==> src/design/g2e_pkg.sv <==
package g2e_pkg;

    // field widths
    localparam int ANG_W     = 32;
    localparam int H_W       = 28;
    localparam int OUT_W     = 34;
    localparam int AXIS_W    = 33;
    localparam int ECC_W     = 32;
    localparam int CFG_W     = 33;
    localparam int CFG_IDX_W = 1;

    // register indexes
    localparam logic [CFG_IDX_W-1:0] REG_AXIS = 1'b0;
    localparam logic [CFG_IDX_W-1:0] REG_ECC  = 1'b1;

    localparam logic [AXIS_W-1:0] AXIS_RESET = 33'd6378137000;
    localparam logic [ECC_W-1:0]  ECC_RESET  = 32'd28752143;

    // cordic
    localparam int CORDIC_STAGES = 24;
    localparam int CORDIC_N      = (CORDIC_STAGES > 40) ? 40 : CORDIC_STAGES;
    localparam int TRIG_W        = 44;
    localparam int Z_W           = 34;
    localparam logic signed [TRIG_W-1:0] CORDIC_K = 44'sd667681663043;

    // arithmetic units
    localparam int MUL_W      = 52;
    localparam int HALF_W     = MUL_W / 2;
    localparam int PROD_W     = 2 * MUL_W;
    localparam int MUL_LAT    = 4;
    localparam int SQRT_STEPS = 32;
    localparam int DIV_STEPS  = 50;
    localparam int DVD_W      = AXIS_W + 31 + 1;
    localparam int QUO_W      = DIV_STEPS;

    // positions along the post-cordic pipe
    localparam int P_T      = 0;
    localparam int P_SQ     = P_T + MUL_LAT + 1;
    localparam int P_D      = P_SQ + MUL_LAT + 1;
    localparam int P_ROOT   = P_D + SQRT_STEPS;
    localparam int P_DVD    = P_ROOT + 1;
    localparam int P_N      = P_DVD + DIV_STEPS + 1;
    localparam int P_PR     = P_N + MUL_LAT + 1;
    localparam int P_H      = P_PR + 1;
    localparam int P_F      = P_H + MUL_LAT + 1;
    localparam int PIPE_LEN = P_F + 1;

    localparam logic [63:0] OUT_LIM = 64'd1 << (OUT_W - 1);

    typedef struct packed {
        logic signed [TRIG_W-1:0] x;
        logic signed [TRIG_W-1:0] y;
        logic signed [Z_W-1:0]    z;
    } cordic_t;

    typedef struct packed {
        logic [33:0] rem;
        logic [31:0] root;
        logic [63:0] work;
    } sqrt_t;

    typedef struct packed {
        logic [31:0]      rem;
        logic [31:0]      dvsr;
        logic [QUO_W-1:0] work;
    } div_t;

    typedef struct packed {
        logic                  flip_lat;
        logic                  flip_lon;
        logic signed [H_W-1:0] h;
    } side_t;

    typedef struct packed {
        logic signed [TRIG_W-1:0] slat;
        logic signed [TRIG_W-1:0] clat;
        logic signed [TRIG_W-1:0] slon;
        logic signed [TRIG_W-1:0] clon;
        logic signed [H_W-1:0]    h;
    } trig_t;

    typedef struct packed {
        logic signed [OUT_W-1:0] x;
        logic signed [OUT_W-1:0] y;
        logic signed [OUT_W-1:0] z;
    } result_t;

    // atan(2^-i) in units of pi/2^31
    function automatic logic [29:0] atan_units(input logic [5:0] i);
        case (i)
            6'd0:  atan_units = 30'd536870912;
            6'd1:  atan_units = 30'd316933406;
            6'd2:  atan_units = 30'd167458907;
            6'd3:  atan_units = 30'd85004756;
            6'd4:  atan_units = 30'd42667331;
            6'd5:  atan_units = 30'd21354465;
            6'd6:  atan_units = 30'd10680350;
            6'd7:  atan_units = 30'd5340245;
            6'd8:  atan_units = 30'd2670163;
            6'd9:  atan_units = 30'd1335087;
            6'd10: atan_units = 30'd667544;
            6'd11: atan_units = 30'd333772;
            6'd12: atan_units = 30'd166886;
            6'd13: atan_units = 30'd83443;
            6'd14: atan_units = 30'd41722;
            6'd15: atan_units = 30'd20861;
            6'd16: atan_units = 30'd10430;
            6'd17: atan_units = 30'd5215;
            6'd18: atan_units = 30'd2608;
            6'd19: atan_units = 30'd1304;
            6'd20: atan_units = 30'd652;
            6'd21: atan_units = 30'd326;
            6'd22: atan_units = 30'd163;
            6'd23: atan_units = 30'd81;
            6'd24: atan_units = 30'd41;
            6'd25: atan_units = 30'd20;
            6'd26: atan_units = 30'd10;
            6'd27: atan_units = 30'd5;
            6'd28: atan_units = 30'd3;
            6'd29: atan_units = 30'd1;
            6'd30: atan_units = 30'd1;
            default: atan_units = 30'd0;
        endcase
    endfunction

    // magnitude product divided by 2^s, rounded half up
    function automatic logic [63:0] round_shr(input logic [PROD_W-1:0] p, input int s);
        logic [PROD_W:0] t;
        t = {1'b0, p} + ((PROD_W + 1)'(1) << (s - 1));
        round_shr = 64'(t >> s);
    endfunction

    function automatic logic signed [OUT_W-1:0] sat_out(input logic [63:0] mag,
                                                         input logic neg);
        logic [63:0] neg_val;
        neg_val = -mag;
        if (neg)
            sat_out = (mag > OUT_LIM) ? {1'b1, {(OUT_W-1){1'b0}}}
                                      : signed'(neg_val[OUT_W-1:0]);
        else
            sat_out = (mag > OUT_LIM - 64'd1) ? {1'b0, {(OUT_W-1){1'b1}}}
                                              : signed'(mag[OUT_W-1:0]);
    endfunction

endpackage

==> src/design/g2e_div_cell.sv <==
module g2e_div_cell (
    input  logic          clk,
    input  logic          en,
    input  g2e_pkg::div_t d_in,
    output g2e_pkg::div_t d_out
);
    import g2e_pkg::*;

    div_t        state_reg;
    div_t        state_next;
    logic [32:0] r2;
    logic        ge;

    // dividend bits shift out at the top, quotient bits in at the bottom
    always_comb
    begin
        r2 = {d_in.rem, d_in.work[QUO_W-1]};
        ge = (r2 >= {1'b0, d_in.dvsr});
        state_next.rem  = ge ? 32'(r2 - {1'b0, d_in.dvsr}) : r2[31:0];
        state_next.dvsr = d_in.dvsr;
        state_next.work = {d_in.work[QUO_W-2:0], ge};
    end

    always_ff @(posedge clk)
    begin
        if (en)
            state_reg <= state_next;
    end

    assign d_out = state_reg;

endmodule

==> config.mk <==
export PLATFORM = sky130hd
export DESIGN_NAME = g2e_div_cell
export DESIGN_NICKNAME = d
export VERILOG_FILES = /design/src/design/g2e_pkg.sv /design/src/design/g2e_div_cell.sv
export SDC_FILE = /design/constraint.sdc
export NUM_CORES = 1
export LEC_CHECK = 0
export ABC_AREA = 1
export BUFFER_PORTS_ARGS = -buffer_cell sky130_fd_sc_hd__buf_2
export CAP_MARGIN = 25
export CORE_MARGIN = 3
export CORE_UTILIZATION = 34
export CTS_CLUSTER_DIAMETER = 40
export DETAILED_ROUTE_END_ITERATION = 7
export PLACE_DENSITY = 0.68
export SLEW_MARGIN = 0
export SYNTH_ARGS = -nofsm -noshare
export SYNTH_HDL_FRONTEND = slang
export SYNTH_SLANG_ARGS = --single-unit
==> constraint.sdc <==
create_clock -name clk -period 2.2 [get_ports clk]
set_input_delay 0.11 -clock clk [delete_from_list [all_inputs] [get_ports clk]]
set_output_delay 0.11 -clock clk [all_outputs]
set_load 0.03 [all_outputs]
Word level (Yosys, flattened, before mapping)
Cells that the tools add are included.
Word-level totals
  bits in registers: 114
  word-level logic and storage cells: 6
Cells by class
  add/sub/neg operators: 1
  $lt $le $gt $ge: 1
  muxes and demuxes: 1
Operator list (count)
  33-bit by 32-bit greater-or-equal comparator with 1-bit output: 1
  32-bit two-way mux: 1
  32-bit subtractor: 1

Depth between registers and ports, before layout
  word-level depth: 2
  mapped depth: 16
  depth with buffers taken out: 14

Worst setup path before layout
Ideal clock, no wire load.
  path type: input -> register
  start: input port d_in[49] (netlist bit)
  end: register state_reg, in the netlist d_out[98] (data pin)
  setup time: 0.252 ns
  data arrival time: 1.470 ns
  required time: 1.948 ns
  slack: 0.477 ns
  stages on the path: 13
  path through: inv_1 -> ha_1 -> fa_1 -> inv_1 -> nand3_1 -> nand3_1 -> nand2_1 -> nand3_1 -> nand3_1 -> nand2_1 -> nand2_1 -> nand3_2 -> nand2_1
RTL lines
  start, declared: line g2e_div_cell.sv:4  | input g2e_pkg::div_t d_in,
  end signal, assigned: line g2e_div_cell.sv:27  | state_reg <= state_next;
  end, declared: line g2e_div_cell.sv:9  | div_t state_reg;

==> results.py <==
metrics = {
    "synthesis": {
        "synth_seq_cells": 114,
        "synth_warnings": 0,
        "yosysUniqueCellTypes": 29,
        "synth_most_common_cell": "nand2_1",
        "synth-async-reset-ratio": 0,
        "synth_area_um2": 6618,
        "ys_seq_area_frac": 0.5173,
        "yosys_most_used_dff": "edfxtp_1",
        "synth-edff-count": 114,
        "synth_common_cells": "nand2_1 (276), inv_1 (149), edfxtp_1 (114)",
        "synthesis.nets": 915,
        "netlist_instances": 766,
        "yosys-top-cells-area": "edfxtp_1 (52%), nand2_1 (16%), inv_1 (8.5%)",
        "synth_top_area_cell": "edfxtp_1",
        "synth.avg_cell_area_um2": 8.639,
        "synth_top_cell_area_share": 0.5173,
    },
    "global_route": {
        "antenna_found_initial": 1,
        "track_usage": 0.1864,
        "grt_pass1_vias": 6051,
        "grt_overflow_total": 0,
        "use_met1": 0.2352,
        "grt_max_degree": 47,
        "grt.busiest_layer": "met2",
        "grt_pass1_wl_mm": 31.47,
        "use_met2": 0.3169,
        "grtUsageMet3": 0.05139,
    },
    "drt": {
        "drc": 0,
        "num_vias": 6102,
        "avgViaCountPerCell": 4.435,
        "wire_per_inst_um": 15.22,
        "drtAntennaViolNets": 0,
        "drt_pass1_iterations": 5,
        "wl_mm": 20.95,
        "first_iter_violations": 360,
    },
    "power": {
        "p_switching_uw": 2394,
        "seqPwrFrac": 0.369,
        "powerDensity_nw_per_um2": 723.8,
        "combinationalPowerShare": 0.272,
        "internal_power_uw": 4931,
        "peakVddDrop_mv": 0.5134,
        "sw_frac_of_total": 0.3268,
        "power.share.clock": 0.358,
        "leakagePower_uw": 0.004938,
    },
    "die": {
        "ios": 230,
        "die_x_um": 145.5,
        "start_util": 0.3503,
        "rows": 50,
        "core_area_um2": 18890,
        "die_area_um2": 21170,
        "fp.dieH_um": 145.5,
    },
    "timing": {
        "finalCritPeriodShare": 0.9648,
        "final.min_clock_period_ns": 2.123,
        "relSlewSlack": 0.7851,
        "worst_pin_slew_ns": 0.3224,
        "slew_viol_final": 0,
        "fmax_mhz": 471.1,
        "setup_viol": 0,
        "finalHoldViolCount": 0,
    },
    "placement": {
        "gp_congestion": 0.9246,
        "dpl.hpwl_mm": 14.59,
        "io_buffers": 229,
        "placed_cells": 1253,
    },
    "finish": {
        "nets": 1252,
        "fin_cells": 1376,
        "largest_register_ffs": 114,
        "antenna_cells": 0,
        "drive_above_1_share": 0.3333,
        "postLayoutCoreUtil": 0.5357,
        "layout-area-overhead-vs-synth_pct": 52.94,
    },
    "hold_path": {
        "min_path_type": "in -> reg",
    },
    "worst_setup_path": {
        "cp.arrival_ns": 2.29,
        "cp-end-kind": "register",
        "crit_type": "in -> reg",
        "critPathRequiredTime_ns": 2.37,
        "critPathMaxFanout": 8,
        "startpoint_type": "primary input",
    },
    "clock_network": {
        "htree_levels": 4,
        "cts.reportedPaths.clkPinSlew_ns": 0.06,
        "root_buffer": "clkbuf_16",
        "clockBufferDepth": 2,
        "cts_buffers": 17,
        "cts_tree": "done",
        "cts_sinks": 114,
    },
    "run": {
        "cap_violations": 0,
    },
    "outcome": {
        "status": "finished clean",
    },
}
-- worst paths after layout --
check,startpoint,end,slack (ns),cells past startpoint
max,d_in[55],d_out[113]$_DFFE_PP_,0.08,14
min,d_in[105],d_out[106]$_DFFE_PP_,0.01,3
-- cells in the final DEF (no fill, tap or decap), drive strengths merged --
cell type / netlist / final
nand4: 2 / 2
buf: 10 / 240
o21ai: 2 / 2
clkbuf: 0 / 19
fa: 1 / 1
nor3: 8 / 8
and2: 8 / 8
or2: 1 / 1
o21bai: 1 / 1
a21oi: 21 / 21
ha: 32 / 32
clkinv: 0 / 8
clkinvlp: 0 / 3
bufinv: 0 / 1
nand3b: 10 / 10
nand2: 282 / 285
xor2: 13 / 13
xnor2: 1 / 1
dlygate4sd3: 0 / 84
inv: 152 / 154
nor2: 40 / 40
nand3: 68 / 68
edfxtp: 114 / 114
-- power groups by stage --
stage               Clock, uW  Combinational [uW]  Sequential, uW
floorplan                   0                 682            3200
global placement            0                1680            2750
detailed placement          0                1700            2750
CTS                      2700                1820            2700
global route             2780                2170            2730
finish                   2630                2000            2710
-- critical path, cell delays in order --
cell	delay, ns
dlygate4sd3_1	0.52
buf_2	0.11
inv_1	0.04
ha_2	0.36
nand2_2	0.10
nor2_2	0.15
nand3_1	0.11
nand3_2	0.10
nand2_2	0.06
nand2_2	0.12
nand2_8	0.13
clkbuf_16	0.22
nand3_1	0.07
nand2_1	0.06
-- layout make-up --
cell class	instances	area, um2
clock buffer	18	429.2
clock inverter	14	135.1
fill	1814	8772
inverter	152	570.5
multi-input combinational	493	3069
sequential	114	3423
tap	260	325.3
timing repair buffer	325	2168
-- cells by family (layout without fill, tap and decap cells) --
kind of cell / Yosys count / count (layout) / synth area share
simple gates: 419 / 422 / 0.2836
buf+inv: 162 / 509 / 0.09851
flops: 114 / 114 / 0.5173
fa+ha+maj: 33 / 33 / 0.06353
compound gates: 24 / 24 / 0.01853
xor+xnor: 14 / 14 / 0.01853
-- layer usage --
metal	wire, um	share of wire	vias to the layer above
met5	13	0.00062	-
met4	267	0.013	2
met3	1284	0.061	18
met2	9949	0.47	199
met1	9430	0.45	2768
li1	-	-	3115
-- stage by stage --
stage / hold WS [ns] / total power (uW) / setup TNS (ns) / worst slack (ns) / instance area [um2]
final: 0.01249 / 7325 / 0 / 0.07745 / 10120
after global routing: 0.01004 / 7680 / -0.6544 / -0.03967 / 10120
after CTS: 0.0008022 / 7221 / 0 / 0.01488 / 9525
after detailed placement: 0.2886 / 4443 / 0 / 0.02384 / 8120
after global placement: 0.2869 / 4427 / 0 / 0.09321 / 8120
after floorplan: 0.2089 / 3883 / 0 / 0.4774 / 6618
-- repair_timing --
item | CTS | global route
resized for setup | 0 | 87
hold buffers | 84 | 0
setup endpoints to repair | 0 | 32
hold endpoints to repair | 84 | 0
buffers inserted | 0 | 4
Power figures use the tool's default switching activity.
