## src/design/g2e_pkg.sv

```systemverilog
package g2e_pkg;

    // field widths
    localparam int ANG_W     = 32;
    localparam int H_W       = 28;
    localparam int OUT_W     = 34;
    localparam int AXIS_W    = 33;
    localparam int ECC_W     = 32;
    localparam int CFG_W     = 33;
    localparam int CFG_IDX_W = 1;

    // register indexes
    localparam logic [CFG_IDX_W-1:0] REG_AXIS = 1'b0;
    localparam logic [CFG_IDX_W-1:0] REG_ECC  = 1'b1;

    localparam logic [AXIS_W-1:0] AXIS_RESET = 33'd6378137000;
    localparam logic [ECC_W-1:0]  ECC_RESET  = 32'd28752143;

    // cordic
    localparam int CORDIC_STAGES = 24;
    localparam int CORDIC_N      = (CORDIC_STAGES > 40) ? 40 : CORDIC_STAGES;
    localparam int TRIG_W        = 44;
    localparam int Z_W           = 34;
    localparam logic signed [TRIG_W-1:0] CORDIC_K = 44'sd667681663043;

    // arithmetic units
    localparam int MUL_W      = 52;
    localparam int HALF_W     = MUL_W / 2;
    localparam int PROD_W     = 2 * MUL_W;
    localparam int MUL_LAT    = 4;
    localparam int SQRT_STEPS = 32;
    localparam int DIV_STEPS  = 50;
    localparam int DVD_W      = AXIS_W + 31 + 1;
    localparam int QUO_W      = DIV_STEPS;

    // positions along the post-cordic pipe
    localparam int P_T      = 0;
    localparam int P_SQ     = P_T + MUL_LAT + 1;
    localparam int P_D      = P_SQ + MUL_LAT + 1;
    localparam int P_ROOT   = P_D + SQRT_STEPS;
    localparam int P_DVD    = P_ROOT + 1;
    localparam int P_N      = P_DVD + DIV_STEPS + 1;
    localparam int P_PR     = P_N + MUL_LAT + 1;
    localparam int P_H      = P_PR + 1;
    localparam int P_F      = P_H + MUL_LAT + 1;
    localparam int PIPE_LEN = P_F + 1;

    localparam logic [63:0] OUT_LIM = 64'd1 << (OUT_W - 1);

    typedef struct packed {
        logic signed [TRIG_W-1:0] x;
        logic signed [TRIG_W-1:0] y;
        logic signed [Z_W-1:0]    z;
    } cordic_t;

    typedef struct packed {
        logic [33:0] rem;
        logic [31:0] root;
        logic [63:0] work;
    } sqrt_t;

    typedef struct packed {
        logic [31:0]      rem;
        logic [31:0]      dvsr;
        logic [QUO_W-1:0] work;
    } div_t;

    typedef struct packed {
        logic                  flip_lat;
        logic                  flip_lon;
        logic signed [H_W-1:0] h;
    } side_t;

    typedef struct packed {
        logic signed [TRIG_W-1:0] slat;
        logic signed [TRIG_W-1:0] clat;
        logic signed [TRIG_W-1:0] slon;
        logic signed [TRIG_W-1:0] clon;
        logic signed [H_W-1:0]    h;
    } trig_t;

    typedef struct packed {
        logic signed [OUT_W-1:0] x;
        logic signed [OUT_W-1:0] y;
        logic signed [OUT_W-1:0] z;
    } result_t;

    // atan(2^-i) in units of pi/2^31
    function automatic logic [29:0] atan_units(input logic [5:0] i);
        case (i)
            6'd0:  atan_units = 30'd536870912;
            6'd1:  atan_units = 30'd316933406;
            6'd2:  atan_units = 30'd167458907;
            6'd3:  atan_units = 30'd85004756;
            6'd4:  atan_units = 30'd42667331;
            6'd5:  atan_units = 30'd21354465;
            6'd6:  atan_units = 30'd10680350;
            6'd7:  atan_units = 30'd5340245;
            6'd8:  atan_units = 30'd2670163;
            6'd9:  atan_units = 30'd1335087;
            6'd10: atan_units = 30'd667544;
            6'd11: atan_units = 30'd333772;
            6'd12: atan_units = 30'd166886;
            6'd13: atan_units = 30'd83443;
            6'd14: atan_units = 30'd41722;
            6'd15: atan_units = 30'd20861;
            6'd16: atan_units = 30'd10430;
            6'd17: atan_units = 30'd5215;
            6'd18: atan_units = 30'd2608;
            6'd19: atan_units = 30'd1304;
            6'd20: atan_units = 30'd652;
            6'd21: atan_units = 30'd326;
            6'd22: atan_units = 30'd163;
            6'd23: atan_units = 30'd81;
            6'd24: atan_units = 30'd41;
            6'd25: atan_units = 30'd20;
            6'd26: atan_units = 30'd10;
            6'd27: atan_units = 30'd5;
            6'd28: atan_units = 30'd3;
            6'd29: atan_units = 30'd1;
            6'd30: atan_units = 30'd1;
            default: atan_units = 30'd0;
        endcase
    endfunction

    // magnitude product divided by 2^s, rounded half up
    function automatic logic [63:0] round_shr(input logic [PROD_W-1:0] p, input int s);
        logic [PROD_W:0] t;
        t = {1'b0, p} + ((PROD_W + 1)'(1) << (s - 1));
        round_shr = 64'(t >> s);
    endfunction

    function automatic logic signed [OUT_W-1:0] sat_out(input logic [63:0] mag,
                                                         input logic neg);
        logic [63:0] neg_val;
        neg_val = -mag;
        if (neg)
            sat_out = (mag > OUT_LIM) ? {1'b1, {(OUT_W-1){1'b0}}}
                                      : signed'(neg_val[OUT_W-1:0]);
        else
            sat_out = (mag > OUT_LIM - 64'd1) ? {1'b0, {(OUT_W-1){1'b1}}}
                                              : signed'(mag[OUT_W-1:0]);
    endfunction

endpackage

```

## src/design/g2e_sqrt_cell.sv

```systemverilog
module g2e_sqrt_cell (
    input  logic           clk,
    input  logic           en,
    input  g2e_pkg::sqrt_t s_in,
    output g2e_pkg::sqrt_t s_out
);
    import g2e_pkg::*;

    sqrt_t       state_reg;
    sqrt_t       state_next;
    logic [35:0] r2;
    logic [35:0] trial;
    logic        ge;

    // two radicand bits in, one root bit out
    always_comb
    begin
        r2    = {s_in.rem, s_in.work[63:62]};
        trial = {2'b00, s_in.root, 2'b01};
        ge    = (r2 >= trial);
        state_next.rem  = ge ? 34'(r2 - trial) : r2[33:0];
        state_next.root = {s_in.root[30:0], ge};
        state_next.work = {s_in.work[61:0], 2'b00};
    end

    always_ff @(posedge clk)
    begin
        if (en)
            state_reg <= state_next;
    end

    assign s_out = state_reg;

endmodule

```

## config.mk

```make
export PLATFORM = sky130hd
export DESIGN_NAME = g2e_sqrt_cell
export DESIGN_NICKNAME = d
export VERILOG_FILES = /design/src/design/g2e_pkg.sv /design/src/design/g2e_sqrt_cell.sv
export SDC_FILE = /design/constraint.sdc
export NUM_CORES = 1
export LEC_CHECK = 0
export BUFFER_PORTS_ARGS = -buffer_cell sky130_fd_sc_hd__buf_2
export CAP_MARGIN = 20
export CORE_ASPECT_RATIO = 1.4
export CORE_UTILIZATION = 52
export CTS_CLUSTER_DIAMETER = 30
export DETAILED_ROUTE_END_ITERATION = 10
export PLACE_DENSITY = 0.95
export SYNTH_ARGS = -nofsm -noshare
export SYNTH_HDL_FRONTEND = slang
export SYNTH_SLANG_ARGS = --single-unit
```

## constraint.sdc

```tcl
create_clock -name clk -period 3.7 [get_ports clk]
set_input_delay 0 -clock clk [delete_from_list [all_inputs] [get_ports clk]]
set_output_delay 0 -clock clk [all_outputs]
set_load 0.05 [all_outputs]
```

==> After elaboration in Yosys (flattened, before gate mapping) <==
Index checks and enable logic that the tools add are counted.
{ "classes": {"addsub": 1, "mul": 0, "n_div": 0, "order_cmp": 1, "eq_ne": 0, "shifts": 0, "n_mux": 1, "bitwise_logic": 0, "n_reduce_logical": 0} }
{ "ops": {"columns": ["operator", "count"], "rows": [
  ["$ge 36x34->1", 1],
  ["$mux 34", 1],
  ["$sub 34x34->34", 1]
]} }
{ "word_totals": {"ff_bits": 128, "latchBits": 0, "ramBits": 0, "romBits": 0, "input_bits": 132, "out_inout_bits": 130, "wordCells": 6, "memories": 0} }

==> Longest topological paths before layout <==
{ "logic_depth": {"depth_word": 2, "depth_mapped": 13, "mapped_depth_nobuf": 10} }

==> Least setup slack after synthesis <==
No wires, ideal clock.
{ "synth_path": {"path_type": "input to register", "from": "input s_in[73] in the netlist's numbering", "to": "register state_reg (netlist bit s_out[123]), data pin", "setup_time_ps": 260, "arrival_time_ps": 1999, "t_required_ps": 3440, "path_slack_ps": 1441, "path_stages": 10, "path_buffers": 0, "cell_sequence": "inv_1 -> ha_1 -> a21o_1 -> a31o_1 -> a211oi_4 -> o211ai_2 -> a21bo_2 -> mux2i_1 -> o221ai_1 -> mux2_4"} }
{ "synth_rtl": {"columns": ["item", "line", "rtl"], "rows": [
  ["start: declaration", "g2e_sqrt_cell.sv:4", "input g2e_pkg::sqrt_t s_in,"],
  ["end signal: assignment", "g2e_sqrt_cell.sv:29", "state_reg <= state_next;"],
  ["end: declaration", "g2e_sqrt_cell.sv:9", "sqrt_t state_reg;"]
]} }

==> flow_summary.ini <==
[global_route]
grtUsageMet2 = 0.624
grt_use_total = 0.381
grt_antenna_before_repair = 0
overflow = 0
grt_pass1_wl_microns = 34800
grt_max_degree = 77
use_met1 = 0.412
grt_pass1_vias = 6313
busiest_layer = met2
grt_util_met3 = 0.128

[sta]
setup_viol_count_final = 0
relSlewSlack = 0.335
setup_tns_ns = 0
report.final.slew_viol_count = 0
timing.final.hold_violations = 0
max_slew.worst_pin.slew_ns = 0.997
final_min_period_over_clock_period = 0.913
fin_crit_ns = 3.38
max_freq_mhz = 296
setup_ws_ns = 0.323
rsz0062_at_grt = no

[route]
vias = 6197
drtIter0Drc = 709
antenna_left = 0
vias_per_cell = 5.86
drt_wl_total_microns = 23800
dr.pass1.iters = 6
post_drt_wl_per_cell_microns = 22.5
route.detailed.drc = 0

[final_layout]
final_nets = 1064
layout-drive-gt1-share = 0.347
final_area_sq_um = 9560
area_growth_pct = 51.5
largest_reg_flops = 128
antenna_cells = 0
post-route-util = 0.809

[floorplanning]
dieArea_sq_um = 12600
start_util = 0.534
row_count = 47
die_w_microns = 95.1
core_sq_um = 11800
io_pins = 262
die_h_microns = 132

[synth]
synth_top_area_cell = edfxtp_1
avgSynthCellArea_sq_um = 12.5
async_flop_share = 0
ys_warn_count = 0
syn_inst = 507
synth_cell_types = 62
synth_edf_count = 128
synth_area_leaders = edfxtp_1, ha_1, nand2_1, o21ai_0, inv_1
yosys_most_used_dff = edfxtp_1
yosys.area.top_type_share = 0.609
syn_area_sq_um = 6310
yosys_register_bits = 128
ys_seq_area_frac = 0.609

[cts]
tritoncts = done
cts_max_path_buffers = 2
cts_setup_buffers = 0
numCtsBuffers = 17
cts_root_buffer = clkbuf_16
clock-sinks = 128
path_clk_slew_ns = 0.06
cts_max_level = 4

[setup_path]
arrival_ns = 3.49
critPathLaunchType = input port
critPathCaptureType = register
path_max_fanout = 36
required_ns = 3.81
criticalPathCategory = in2reg

[placement]
place_congestion = 0.894
place_area_sq_um = 7730
place_ws_ns = 0.638
place.port_buffers = 259
place.detailed.hpwl_microns = 12800

[power]
p_per_area_nw_per_um2 = 515
vdd_ir_drop_max_uv = 354
total_power_mw = 4.93
cellLeakagePower_nw = 4.25

[status]
status = finished clean

[hold_path]
hold_depth = 3
min_to = s_out[97]
hp-start = s_in[63]
hold_class = in2reg

[run]
cap_violations = 0
-- worst max path at each step --
stage	startpoint	to	slack, ns	cells past startpoint
final	s_in[71]	s_out[112]	0.32	11
after global routing	s_in[70]	s_out[112]	0.17	12
after CTS	s_in[71]	s_out[114]	0.52	11
after detailed placement	s_in[64]	s_out[105]	0.64	11
after global placement	s_in[64]	s_out[111]	0.77	11
after floorplan	s_in[73]	s_out[123]	1.44	10
-- logic make-up (layout without fill, tap and decap cells) --
| family | after synthesis | in the layout | share of synthesized area |
|---|---|---|---|
| AO/OA/AOI/OAI | 133 | 133 | 0.148 |
| flip-flops | 128 | 128 | 0.609 |
| AND/OR/NAND/NOR | 120 | 120 | 0.0888 |
| buffers and inverters | 59 | 462 | 0.0408 |
| adder cells (fa/ha/maj) | 34 | 34 | 0.0674 |
| XOR/XNOR | 27 | 27 | 0.0374 |
| multiplexers | 5 | 5 | 0.00872 |
| other | 1 | 2 | 0.000594 |
-- cells in the mapped netlist (3+ instances only) --
| library cell | n |
|---|---|
| a21o_1 | 19 |
| a21oi_1 | 28 |
| a31oi_1 | 4 |
| and2_1 | 3 |
| and3_2 | 3 |
| buf_2 | 6 |
| clkbuf_1 | 4 |
| edfxtp_1 | 128 |
| ha_1 | 34 |
| inv_1 | 42 |
| mux2i_1 | 4 |
| nand2_1 | 58 |
| nand2b_1 | 5 |
| nand3_1 | 6 |
| nand4_1 | 6 |
| nor2_1 | 18 |
| nor3_1 | 10 |
| o21a_1 | 3 |
| o21ai_0 | 41 |
| o21ai_1 | 4 |
| o31ai_1 | 4 |
| o41ai_2 | 3 |
| xnor2_1 | 14 |
| xor2_1 | 13 |
-- critical path: stages --
cell and delay, ns:
dlygate4sd3_1 0.56, buf_2 0.14, inv_1 0.05, ha_1 0.41, a21o_1 0.27, o41ai_2 0.35, o211ai_1 0.26, a211oi_1 0.35
o21a_4 0.38, buf_4 0.43, o21ai_0 0.27
-- metal layers --
metal  vias to the layer above  part of all wire
li1                       2667                 -
met1                      2845              0.33
met2                       539              0.49
met3                       146              0.12
met4                         0             0.067
met5                         -                 0
-- per-stage QoR --
step,std cells,hold slack [ns]
after global routing,1058,0.0218
after floorplan,508,0.0989
final,1058,0.0114
after global placement,901,0.177
after detailed placement,901,0.178
after CTS,1058,0.00669
-- placed cells by master, fill, tap and decap left out, types with 5 or more instances in the layout --
| cell | Yosys | final |
|---|---|---|
| clkbuf_16 | 0 | 17 |
| dlygate4sd3_1 | 0 | 125 |
| nand2_1 | 58 | 58 |
| o21ai_0 | 41 | 41 |
| nand4_1 | 6 | 6 |
| inv_6 | 0 | 6 |
| ha_1 | 34 | 34 |
| xor2_1 | 13 | 13 |
| buf_2 | 6 | 258 |
| xnor2_1 | 14 | 14 |
| nand3_1 | 6 | 6 |
| nor3_1 | 10 | 10 |
| a21oi_1 | 28 | 28 |
| a21o_1 | 19 | 19 |
| inv_1 | 42 | 42 |
| clkinvlp_4 | 0 | 5 |
| edfxtp_1 | 128 | 128 |
| nor2_1 | 18 | 18 |
| nand2b_1 | 5 | 5 |
-- repair_timing --
action                     CTS  global route
setup endpoints to repair    0             1
resized for setup            0             1
hold endpoints to repair   125             0
hold buffers               125             0
-- power breakdown --
part	leakage, nW	switching, mW	internal (mW)
Combinational	2.73	0.982	0.410
Sequential	1.25	0.0568	1.78
Clock	0.266	0.757	0.946
Total	4.25	1.80	3.13
-- area by class of cell --
type | count | area [sq um]
repair buffers | 387 | 2570
fillers | 609 | 2260
flip-flops and latches | 128 | 3840
clock buffers | 17 | 425
multi-input cells | 321 | 2220
inverters | 43 | 163
well taps | 147 | 184
clock inverters | 15 | 151
No activity file was read; power rests on OpenSTA's default activity.
