### src/design/g2e_pkg.sv
package g2e_pkg;

    // field widths
    localparam int ANG_W     = 32;
    localparam int H_W       = 28;
    localparam int OUT_W     = 34;
    localparam int AXIS_W    = 33;
    localparam int ECC_W     = 32;
    localparam int CFG_W     = 33;
    localparam int CFG_IDX_W = 1;

    // register indexes
    localparam logic [CFG_IDX_W-1:0] REG_AXIS = 1'b0;
    localparam logic [CFG_IDX_W-1:0] REG_ECC  = 1'b1;

    localparam logic [AXIS_W-1:0] AXIS_RESET = 33'd6378137000;
    localparam logic [ECC_W-1:0]  ECC_RESET  = 32'd28752143;

    // cordic
    localparam int CORDIC_STAGES = 24;
    localparam int CORDIC_N      = (CORDIC_STAGES > 40) ? 40 : CORDIC_STAGES;
    localparam int TRIG_W        = 44;
    localparam int Z_W           = 34;
    localparam logic signed [TRIG_W-1:0] CORDIC_K = 44'sd667681663043;

    // arithmetic units
    localparam int MUL_W      = 52;
    localparam int HALF_W     = MUL_W / 2;
    localparam int PROD_W     = 2 * MUL_W;
    localparam int MUL_LAT    = 4;
    localparam int SQRT_STEPS = 32;
    localparam int DIV_STEPS  = 50;
    localparam int DVD_W      = AXIS_W + 31 + 1;
    localparam int QUO_W      = DIV_STEPS;

    // positions along the post-cordic pipe
    localparam int P_T      = 0;
    localparam int P_SQ     = P_T + MUL_LAT + 1;
    localparam int P_D      = P_SQ + MUL_LAT + 1;
    localparam int P_ROOT   = P_D + SQRT_STEPS;
    localparam int P_DVD    = P_ROOT + 1;
    localparam int P_N      = P_DVD + DIV_STEPS + 1;
    localparam int P_PR     = P_N + MUL_LAT + 1;
    localparam int P_H      = P_PR + 1;
    localparam int P_F      = P_H + MUL_LAT + 1;
    localparam int PIPE_LEN = P_F + 1;

    localparam logic [63:0] OUT_LIM = 64'd1 << (OUT_W - 1);

    typedef struct packed {
        logic signed [TRIG_W-1:0] x;
        logic signed [TRIG_W-1:0] y;
        logic signed [Z_W-1:0]    z;
    } cordic_t;

    typedef struct packed {
        logic [33:0] rem;
        logic [31:0] root;
        logic [63:0] work;
    } sqrt_t;

    typedef struct packed {
        logic [31:0]      rem;
        logic [31:0]      dvsr;
        logic [QUO_W-1:0] work;
    } div_t;

    typedef struct packed {
        logic                  flip_lat;
        logic                  flip_lon;
        logic signed [H_W-1:0] h;
    } side_t;

    typedef struct packed {
        logic signed [TRIG_W-1:0] slat;
        logic signed [TRIG_W-1:0] clat;
        logic signed [TRIG_W-1:0] slon;
        logic signed [TRIG_W-1:0] clon;
        logic signed [H_W-1:0]    h;
    } trig_t;

    typedef struct packed {
        logic signed [OUT_W-1:0] x;
        logic signed [OUT_W-1:0] y;
        logic signed [OUT_W-1:0] z;
    } result_t;

    // atan(2^-i) in units of pi/2^31
    function automatic logic [29:0] atan_units(input logic [5:0] i);
        case (i)
            6'd0:  atan_units = 30'd536870912;
            6'd1:  atan_units = 30'd316933406;
            6'd2:  atan_units = 30'd167458907;
            6'd3:  atan_units = 30'd85004756;
            6'd4:  atan_units = 30'd42667331;
            6'd5:  atan_units = 30'd21354465;
            6'd6:  atan_units = 30'd10680350;
            6'd7:  atan_units = 30'd5340245;
            6'd8:  atan_units = 30'd2670163;
            6'd9:  atan_units = 30'd1335087;
            6'd10: atan_units = 30'd667544;
            6'd11: atan_units = 30'd333772;
            6'd12: atan_units = 30'd166886;
            6'd13: atan_units = 30'd83443;
            6'd14: atan_units = 30'd41722;
            6'd15: atan_units = 30'd20861;
            6'd16: atan_units = 30'd10430;
            6'd17: atan_units = 30'd5215;
            6'd18: atan_units = 30'd2608;
            6'd19: atan_units = 30'd1304;
            6'd20: atan_units = 30'd652;
            6'd21: atan_units = 30'd326;
            6'd22: atan_units = 30'd163;
            6'd23: atan_units = 30'd81;
            6'd24: atan_units = 30'd41;
            6'd25: atan_units = 30'd20;
            6'd26: atan_units = 30'd10;
            6'd27: atan_units = 30'd5;
            6'd28: atan_units = 30'd3;
            6'd29: atan_units = 30'd1;
            6'd30: atan_units = 30'd1;
            default: atan_units = 30'd0;
        endcase
    endfunction

    // magnitude product divided by 2^s, rounded half up
    function automatic logic [63:0] round_shr(input logic [PROD_W-1:0] p, input int s);
        logic [PROD_W:0] t;
        t = {1'b0, p} + ((PROD_W + 1)'(1) << (s - 1));
        round_shr = 64'(t >> s);
    endfunction

    function automatic logic signed [OUT_W-1:0] sat_out(input logic [63:0] mag,
                                                         input logic neg);
        logic [63:0] neg_val;
        neg_val = -mag;
        if (neg)
            sat_out = (mag > OUT_LIM) ? {1'b1, {(OUT_W-1){1'b0}}}
                                      : signed'(neg_val[OUT_W-1:0]);
        else
            sat_out = (mag > OUT_LIM - 64'd1) ? {1'b0, {(OUT_W-1){1'b1}}}
                                              : signed'(mag[OUT_W-1:0]);
    endfunction

endpackage

### src/design/g2e_cordic_cell.sv
module g2e_cordic_cell (
    input  logic             clk,
    input  logic             en,
    input  logic [5:0]       shift,
    input  g2e_pkg::cordic_t c_in,
    output g2e_pkg::cordic_t c_out
);
    import g2e_pkg::*;

    cordic_t                  state_reg;
    cordic_t                  state_next;
    logic signed [TRIG_W-1:0] dx;
    logic signed [TRIG_W-1:0] dy;
    logic signed [Z_W-1:0]    at;

    always_comb
    begin
        dx = c_in.y >>> shift;
        dy = c_in.x >>> shift;
        at = signed'(Z_W'(atan_units(shift)));
        if (!c_in.z[Z_W-1])
        begin
            state_next.x = c_in.x - dx;
            state_next.y = c_in.y + dy;
            state_next.z = c_in.z - at;
        end
        else
        begin
            state_next.x = c_in.x + dx;
            state_next.y = c_in.y - dy;
            state_next.z = c_in.z + at;
        end
    end

    always_ff @(posedge clk)
    begin
        if (en)
            state_reg <= state_next;
    end

    assign c_out = state_reg;

endmodule

### config.mk
export PLATFORM = sky130hd
export DESIGN_NAME = g2e_cordic_cell
export DESIGN_NICKNAME = d
export VERILOG_FILES = /design/src/design/g2e_pkg.sv /design/src/design/g2e_cordic_cell.sv
export SDC_FILE = /design/constraint.sdc
export NUM_CORES = 1
export LEC_CHECK = 0
export BUFFER_PORTS_ARGS = -buffer_cell sky130_fd_sc_hd__buf_2
export CELL_PAD_IN_SITES_DETAIL_PLACEMENT = 0
export CELL_PAD_IN_SITES_GLOBAL_PLACEMENT = 2
export CORE_MARGIN = 10
export CORE_UTILIZATION = 34
export CTS_BUF_LIST = sky130_fd_sc_hd__clkbuf_4 sky130_fd_sc_hd__clkbuf_8
export DETAILED_ROUTE_END_ITERATION = 8
export GPL_ROUTABILITY_DRIVEN = 0
export GPL_TIMING_DRIVEN = 1
export PLACE_DENSITY = 0.8
export SLEW_MARGIN = 20
export SYNTH_ARGS = -nofsm -noshare
export SYNTH_HDL_FRONTEND = slang
export SYNTH_SLANG_ARGS = --single-unit
### constraint.sdc
create_clock -name clk -period 6.3 [get_ports clk]
set_clock_uncertainty 0.1 [all_clocks]
set_input_delay 0.315 -clock clk [delete_from_list [all_inputs] [get_ports clk]]
set_output_delay 0.315 -clock clk [all_outputs]
set_load 0.02 [all_outputs]
Yosys cells after proc, flatten, opt, wreduce, memory -nomap -nowiden
Memory sizes are Yosys's and may differ from the RTL's.
Index checks and enable logic that the tools add are counted.
{"block": "op_classes", "add_sub_neg": 6, "mul": 0, "n_div": 0, "order_cmp": 0, "eq_ne": 0, "n_shift": 2, "n_mux": 2, "bitwise": 0, "n_reduce_logical": 0}
{"cell": "2-to-1 mux 122 bit", "n": 1}
{"cell": "adder 44 bit", "n": 2}
{"cell": ">>> shifter 44 x 6 -> 44 bit", "n": 2}
{"cell": "subtractor 44 bit", "n": 2}
{"cell": "adder 34 x 31 -> 34 bit", "n": 1}
{"cell": "subtractor 34 x 31 -> 34 bit", "n": 1}
{"cell": "2-to-1 mux 30 bit", "n": 1}
{"block": "word_totals", "register_bits": 122, "latch_bits": 0, "ramBits": 0, "mem_bits_ro": 960, "elab_cells": 14, "mem_count": 1}
{"name": "(no name shown)", "depth": 32, "word_bits": 30, "rd": 1, "rd_ports_with_merged_regs": 0, "write_ports": 0, "line": "g2e_pkg.sv:90", "rtl": "case (i)"}

Depth between registers and ports, before layout
Gate-level depths: netlist (run 1).
An unclocked memory read counts as a cell.
{"block": "depth", "depth_word": 4, "mapped_depth": 32, "mapped_depth_nobuf": 25}

Worst setup path before layout (run 1)
OpenSTA, ideal clock, no wires.
{"block": "synth_timing", "path_kind": "input to register", "from": "in shift[0]", "to": "reg state_reg, in the netlist c_out[71] (data pin)", "setup_ps": 260, "t_arrival_ps": 6524, "setup_slack_ps": -584, "cell_stages": 32, "path_buffers": 8, "cell_sequence": "buf_6 > buf_12 > buf_6 > buf_6 > buf_6 > buf_4 > mux4_2 > mux2i_1 > o22ai_1 > a2111oi_0 > o21ai_0 > inv_1 > ha_1 > inv_1 > a2111o_1 > nor4_1 > and3_1 > clkbuf_1 > a21oi_1 > xor2_1 > ha_1 > clkbuf_1 > a21oi_1 > o21bai_1 > a21oi_1 > o21ai_0 > a2111oi_0 > a21oi_1 > or2_2 > a221o_1 > a21oi_1 > xnor2_1"}
{"element": "from (decl)", "line": "g2e_cordic_cell.sv:4", "rtl": "input logic [5:0] shift,"}
{"element": "to (signal assigned)", "line": "g2e_cordic_cell.sv:38", "rtl": "state_reg <= state_next;"}
{"element": "to (decl)", "line": "g2e_cordic_cell.sv:10", "rtl": "cordic_t state_reg;"}

==> results by group, run 1 <==
Timing
  • Tmin final: 6.05 ns
  • RSZ-0062 raised after global routing: no
  • Max-slew violations: 0
  • Period utilization: 96.1%
  • Hold Vio Cnt, Final: 0
  • Max_slew headroom: 28.3%
  • Slew @ Worst Pin: 1.08 ns
  • Setup ws final: 0.246 ns
  • Setup TNS: 0 ns
  • Hold WS: 0.0886 ns
  • Final Setup Violations: 0
  • Maximum clock frequency: 165 MHz

Setup path
  • CP Buf/Inv Count: 5
  • Critical setup path kind: input port to flip-flop
  • Worst Path Arrival: 6.27 ns
  • Worst setup EP type: flip-flop
  • Critical Path RT: 6.52 ns
  • CP max stage delay: 0.58 ns
  • Crit-path most repeated cell: a21oi_1
  • Crit path max-delay family: compound AO/OA/AOI/OAI gates
  • Startpoint types: input port
  • Crit Path Max Fanout: 20
  • Slowest stage cell, crit path: mux4_2

Floorplan
  • Die height: 271 um
  • Core area: 62100 um^2
  • Initial Util: 34.5%
  • Die Width: 271 um
  • Die ar.: 73500 um^2
  • Ports: 252
  • Site row count: 91

Place
  • PortBufs: 251
  • Pre-CTS setup slack: -0.615 ns
  • Post-DP HPWL: 80000 um

Synthesis
  • Flops & latches, synth: 122
  • EDFF count, synth: 122
  • Mapped Area: 21400 um^2
  • Largest family of logic cells by synthesized area: compound AO/OA/AOI/OAI gates
  • Synth unique cells: 89
  • Post-synthesis mux area share: 21.7%
  • Post-Synth Simple-Gate Area: 15.3%
  • Fraction of synthesized cell area in xor and xnor cells: 8.62%
  • Synth async-reset ratio: 0%
  • Synth Area in Compound Gates: 23.9%
  • Synth Flop Type: edfxtp_1
  • Yosys Warn Count: 0
  • Syn_nets: 2715
  • Post-synthesis adder-cell area fraction: 8.45%
  • Syn Inst Count: 2442
  • Post-synthesis sequential area ratio: 17.1%
  • Avg Cell Area, Syn: 8.78 um^2

Clock tree
  • Setup Buffers After CTS: 0
  • Worst-path clk slew: 0.08 ns
  • Clk sinks: 122
  • Root buf cell: clkbuf_8
  • CTS buffer count: 17
  • CTS Buffer Depth: 2
  • H-tree depth: 4
  • TritonCTS clock tree: yes

Routing
  • Final wirelength: 99100 um
  • Final antenna-violating net count: 0
  • 1st-pass router iterations: 8
  • Drt via density: 6.10
  • Vias: 23928
  • # DRC: 0
  • Wirelength per Cell: 25.3 um
  • 1st-iter DRT viols: 3123

Global route
  • Gr ovfl total: 0
  • First-pass GRT wire length: 147000 um
  • Vias in the first global route: 23519
  • Initial antenna violation count: 6
  • Total GRT Usage: 25.9%
  • Pin count of the biggest net entering global routing: 64

Layout
  • Layout cells sized above 1: 33.2%
  • Layout Area Growth over Synthesis: 28.5%
  • Max reg flops: 122
  • Most frequent cells in the layout: 515 x buf_4, 245 x buf_2, 216 x a21oi_1
  • Layout Nets: 3346
  • Most common cell after layout, fill and taps aside: buf_4

Job
  • Max-cap violations: 0

Power and ir drop
  • Leakage: 12.1 nW
  • NetSw: 2.59 mW
  • Peak supply drop: 179 uV
  • Sw frac: 44.9%
  • Pwr Density: 209 nW/um^2
  • Sequential share of power: 21.8%
  • Combinational power share: 65.4%
  • Clk pwr share: 12.8%
  • Power Internal: 3.18 mW

Hold path
  • Hold Path Class: input port to flip-flop

Status
  • Status: completed
==> power by group through the flow <==
stage | Combinational [mW] | Clock, mW | Sequential [mW]
2_1_floorplan | 1.89 | 0 | 1.57
3_3_place_gp | 3.64 | 0 | 1.28
3_5_place_dp | 3.67 | 0 | 1.28
4_1_cts | 3.70 | 0.775 | 1.26
5_1_grt | 4.04 | 0.802 | 1.28
6_report | 3.77 | 0.739 | 1.26
==> Yosys cell counts, types with 50 or more instances <==
| cell type | count | area share [%] |
|---|---|---|
| a21o_1 | 78 | 2.7 |
| a21oi_1 | 216 | 5.0 |
| a31oi_1 | 56 | 1.6 |
| clkbuf_1 | 72 | 1.3 |
| edfxtp_1 | 122 | 17 |
| ha_1 | 140 | 8.2 |
| mux2_2 | 50 | 2.6 |
| mux2i_1 | 140 | 6.5 |
| mux4_2 | 116 | 12 |
| nand2_1 | 179 | 3.1 |
| nor2_1 | 186 | 3.3 |
| o21ai_0 | 125 | 2.9 |
| xnor2_1 | 126 | 5.1 |
| xor2_1 | 85 | 3.5 |
==> layer usage <==
layer | wire (um) | global-route usage [%]
met2 | 42300 | 38.7
met4 | 5530 | 13.3
met1 | 39500 | 33.0
met5 | 59 | 0
met3 | 11700 | 8.21
==> worst paths after layout <==
check                start   endpoint  slack, ns  cells after the start
hold / removal    c_in[79]  c_out[79]       0.09                      2
setup / recovery  shift[0]  c_out[71]       0.25                     26
==> repair_timing <==
action                                  4_1_cts  5_1_grt
endpoints found under the hold margin         3        0
hold buffers                                  3        0
gates resized for setup                       0       23
endpoints found under the setup margin        0       21
==> final cells by class <==
| cell class | count | area, um^2 |
|---|---|---|
| clock buffer | 17 | 234 |
| inverter | 55 | 206 |
| antenna | 2 | 5.00 |
| tap | 837 | 1050 |
| fill | 6186 | 34500 |
| timing repair buffer | 779 | 5420 |
| sequential | 122 | 3660 |
| multi-input combinational | 2098 | 16800 |
| clock inverter | 15 | 149 |
==> cells by family (layout without fill, tap and decap cells) <==
family,count (synthesis),in the layout
adders and majority gates,143,143
and+or+nand+nor,658,658
other,0,2
xor gates and xnor gates,211,211
muxes,309,309
AOI/OAI and AO/OA,777,777
buffers and inverters,222,866
DFF,122,122
==> per-stage QoR <==
| step | utilization (%) | instances | power, mW | instance area (um^2) |
|---|---|---|---|---|
| 2_1_floorplan | - | 2442 | 3.46 | 21500 |
| 3_3_place_gp | 43.5 | 3887 | 4.92 | 27000 |
| 3_5_place_dp | 43.5 | 3887 | 4.95 | 27000 |
| 4_1_cts | 44.2 | 3922 | 5.74 | 27400 |
| 5_1_grt | 44.4 | 3925 | 6.13 | 27500 |
| 6_report | 44.4 | 3925 | 5.77 | 27500 |
(Power assumes the default switching activity.)
==> inputs of run 2 (changes only) <==
HOLD_SLACK_MARGIN = 0.1   (was default)
==> results by group, run 2 (same netlist as run 1, synthesis figures left out) <==
Layout
  • Layout Area Growth over Synthesis: 28.7%
  • Register Area: 3660 um^2 (unchanged)
  • Layout cells sized above 1: 33.2% (-0.043 points)
  • Multi-input gate area: 16800 um^2 (unchanged)
  • Most common cell after layout, fill and taps aside: buf_4
  • Most frequent cells in the layout: 515 x buf_4, 245 x buf_2, 216 x a21oi_1
  • Layout Nets: 3350 (+0.12%)
  • Max reg flops: 122 (unchanged)
  • Post-Layout Inst Area: 27600 um^2 (+0.15%)
  • Layout filler cell count: 6183 (-0.048%)

Setup path
  • Critical setup path kind: input port to flip-flop
  • Critical Path RT: 6.52 ns (about the same)
  • Crit-path most repeated cell: a21oi_1
  • Slowest stage cell, crit path: mux4_2
  • Worst setup EP type: flip-flop
  • CP max stage delay: 0.58 ns (about the same)
  • Crit Path Max Fanout: 20 (unchanged)
  • Startpoint types: input port
  • Worst Path Arrival: 6.28 ns (about the same)

Routing
  • Final antenna-violating net count: 0 (unchanged)
  • Vias: 23904 (-0.10%)
  • 1st-pass router iterations: 8 (unchanged)
  • WL met3: 11300 um (-3.5%)
  • # DRC: 0 (unchanged)
  • Met1 WL: 40000 um (+1.1%)
  • Drt via density: 6.08 (-0.20%)
  • Wirelength per Cell: 25.3 um (about the same)
  • Uppermost layer routed: met5
  • Final wirelength: 99200 um (about the same)
  • 1st-iter DRT viols: 3232 (+3.5%)
  • DR WL met2: 42600 um (+0.60%)

Timing
  • Slew @ Worst Pin: 1.10 ns (+0.0195 ns)
  • Maximum clock frequency: 165 MHz (-0.16%)
  • Period utilization: 96.2% (+0.15 points)
  • Setup TNS: 0 ns (unchanged)
  • Hold Vio Cnt, Final: 0 (unchanged)
  • Final Setup Violations: 0 (unchanged)
  • Max-slew violations: 0 (unchanged)
  • Setup ws final: 0.237 ns (-0.00974 ns)
  • Max_slew headroom: 27.0% (-1.3 points)
  • RSZ-0062 raised after global routing: no
  • Hold WS: 0.135 ns (+0.0466 ns)
  • Tmin final: 6.06 ns (+0.00974 ns)

Clock tree
  • Worst-path clk slew: 0.08 ns (about the same)
  • H-tree depth: 4 (unchanged)
  • CTS buffer count: 17 (unchanged)
  • TritonCTS clock tree: yes
  • Setup Buffers After CTS: 0 (unchanged)
  • Clk sinks: 122 (unchanged)
  • CTS Buffer Depth: 2 (unchanged)
  • Root buf cell: clkbuf_8

Floorplan
  • Initial Util: 34.5% (unchanged)
  • Die ar.: 73500 um^2 (unchanged)
  • Core area: 62100 um^2 (unchanged)
  • Site row count: 91 (unchanged)
  • Die Width: 271 um (unchanged)
  • Die height: 271 um (unchanged)
  • Ports: 252 (unchanged)

Power and ir drop
  • Power Internal: 3.18 mW (about the same)
  • Sequential share of power: 21.8% (about the same)
  • Clk pwr share: 12.8% (about the same)
  • Leakage: 12.1 nW (+0.14%)
  • Pwr Density: 209 nW/um^2 (-0.12%)
  • Combinational power share: 65.4% (about the same)
  • Peak supply drop: 178 uV (-0.35%)
  • NetSw: 2.59 mW (about the same)
  • Sw frac: 44.9% (about the same)

Hold path
  • Hold_sp: en
  • Worst hold path depth: 1 (-1)
  • Worst Hold Path EP: c_out[115]
  • Hold Path Class: input port to flip-flop

Global route
  • Initial antenna violation count: 6 (unchanged)
  • First-pass GRT wire length: 147000 um (about the same)
  • Vias in the first global route: 23542 (+0.098%)
  • Pin count of the biggest net entering global routing: 64 (unchanged)
  • Gr ovfl total: 0 (unchanged)
  • Total GRT Usage: 25.9% (about the same)

Place
  • Post-DP HPWL: 80000 um (unchanged)
  • Pre-CTS setup slack: -0.615 ns (unchanged)
  • PortBufs: 251 (unchanged)
  • Placed Area: 27000 um^2 (unchanged)

Status
  • Status: completed

Job
  • Max-cap violations: 0 (unchanged)
## run 2: cell count changes in the layout (fill, tap and decap cells not counted), sizes merged
cell         before  now
dlygate4sd3       3    7
## run 2: critical path, delay by kind of cell
kind	cells	cell delay, ns
buffers and inverters	5	0.81
AND/OR/NAND/NOR	3	0.76
XOR/XNOR	2	0.36
adder cells (fa/ha/maj)	2	0.48
multiplexers	1	0.58
AO/OA/AOI/OAI	13	2.94
## run 2: how the worst max path moves through the flow
stage | from | to | slack, ns
5_1_grt | shift[3] | c_out[119] | 0.02
3_5_place_dp | shift[2] | c_out[72] | -0.62
2_1_floorplan | shift[0] | c_out[71] | -0.03
4_1_cts | shift[2] | c_out[72] | 0.008
6_report | shift[0] | c_out[71] | 0.24
3_3_place_gp | shift[2] | c_out[72] | -0.58
## run 2: metal layers
layer  up-vias  GRT usage, %
li1      10710             -
met1     11371          33.0
met2      1513          38.7
met3       302          8.21
met4         8          13.3
met5         -             0
## run 2: what timing repair did
action,in CTS,in global routing
gates resized for setup,0,23
hold endpoints to repair,8,0
hold buffers,7,0
endpoints found under the setup margin,0,21
## run 2: layout make-up
cell class	instances	share of cell area (%)
clock inverter	15	0.540
tap	837	3.80
inverter	55	0.748
sequential	122	13.3
antenna	2	0.0181
clock buffer	17	0.848
timing repair buffer	783	19.8
multi-input combinational	2098	61.0
## run 2: per-stage QoR
stage / util (%) / power [mW] / std cells
floorplan: - / 3.46 / 2442
global placement: 43.5 / 4.92 / 3887
detailed placement: 43.5 / 4.95 / 3887
CTS: 44.3 / 5.74 / 3926
global route: 44.5 / 6.13 / 3929
finish: 44.5 / 5.77 / 3929
## run 2: power by group through the flow
| stage | registers, mW | logic [mW] | clock network, mW |
|---|---|---|---|
| 5_1_grt | 1.28 | 4.05 | 0.802 |
| 3_5_place_dp | 1.28 | 3.67 | 0 |
| 3_3_place_gp | 1.28 | 3.64 | 0 |
| 6_report | 1.26 | 3.77 | 0.739 |
| 4_1_cts | 1.26 | 3.70 | 0.775 |
| 2_1_floorplan | 1.57 | 1.89 | 0 |
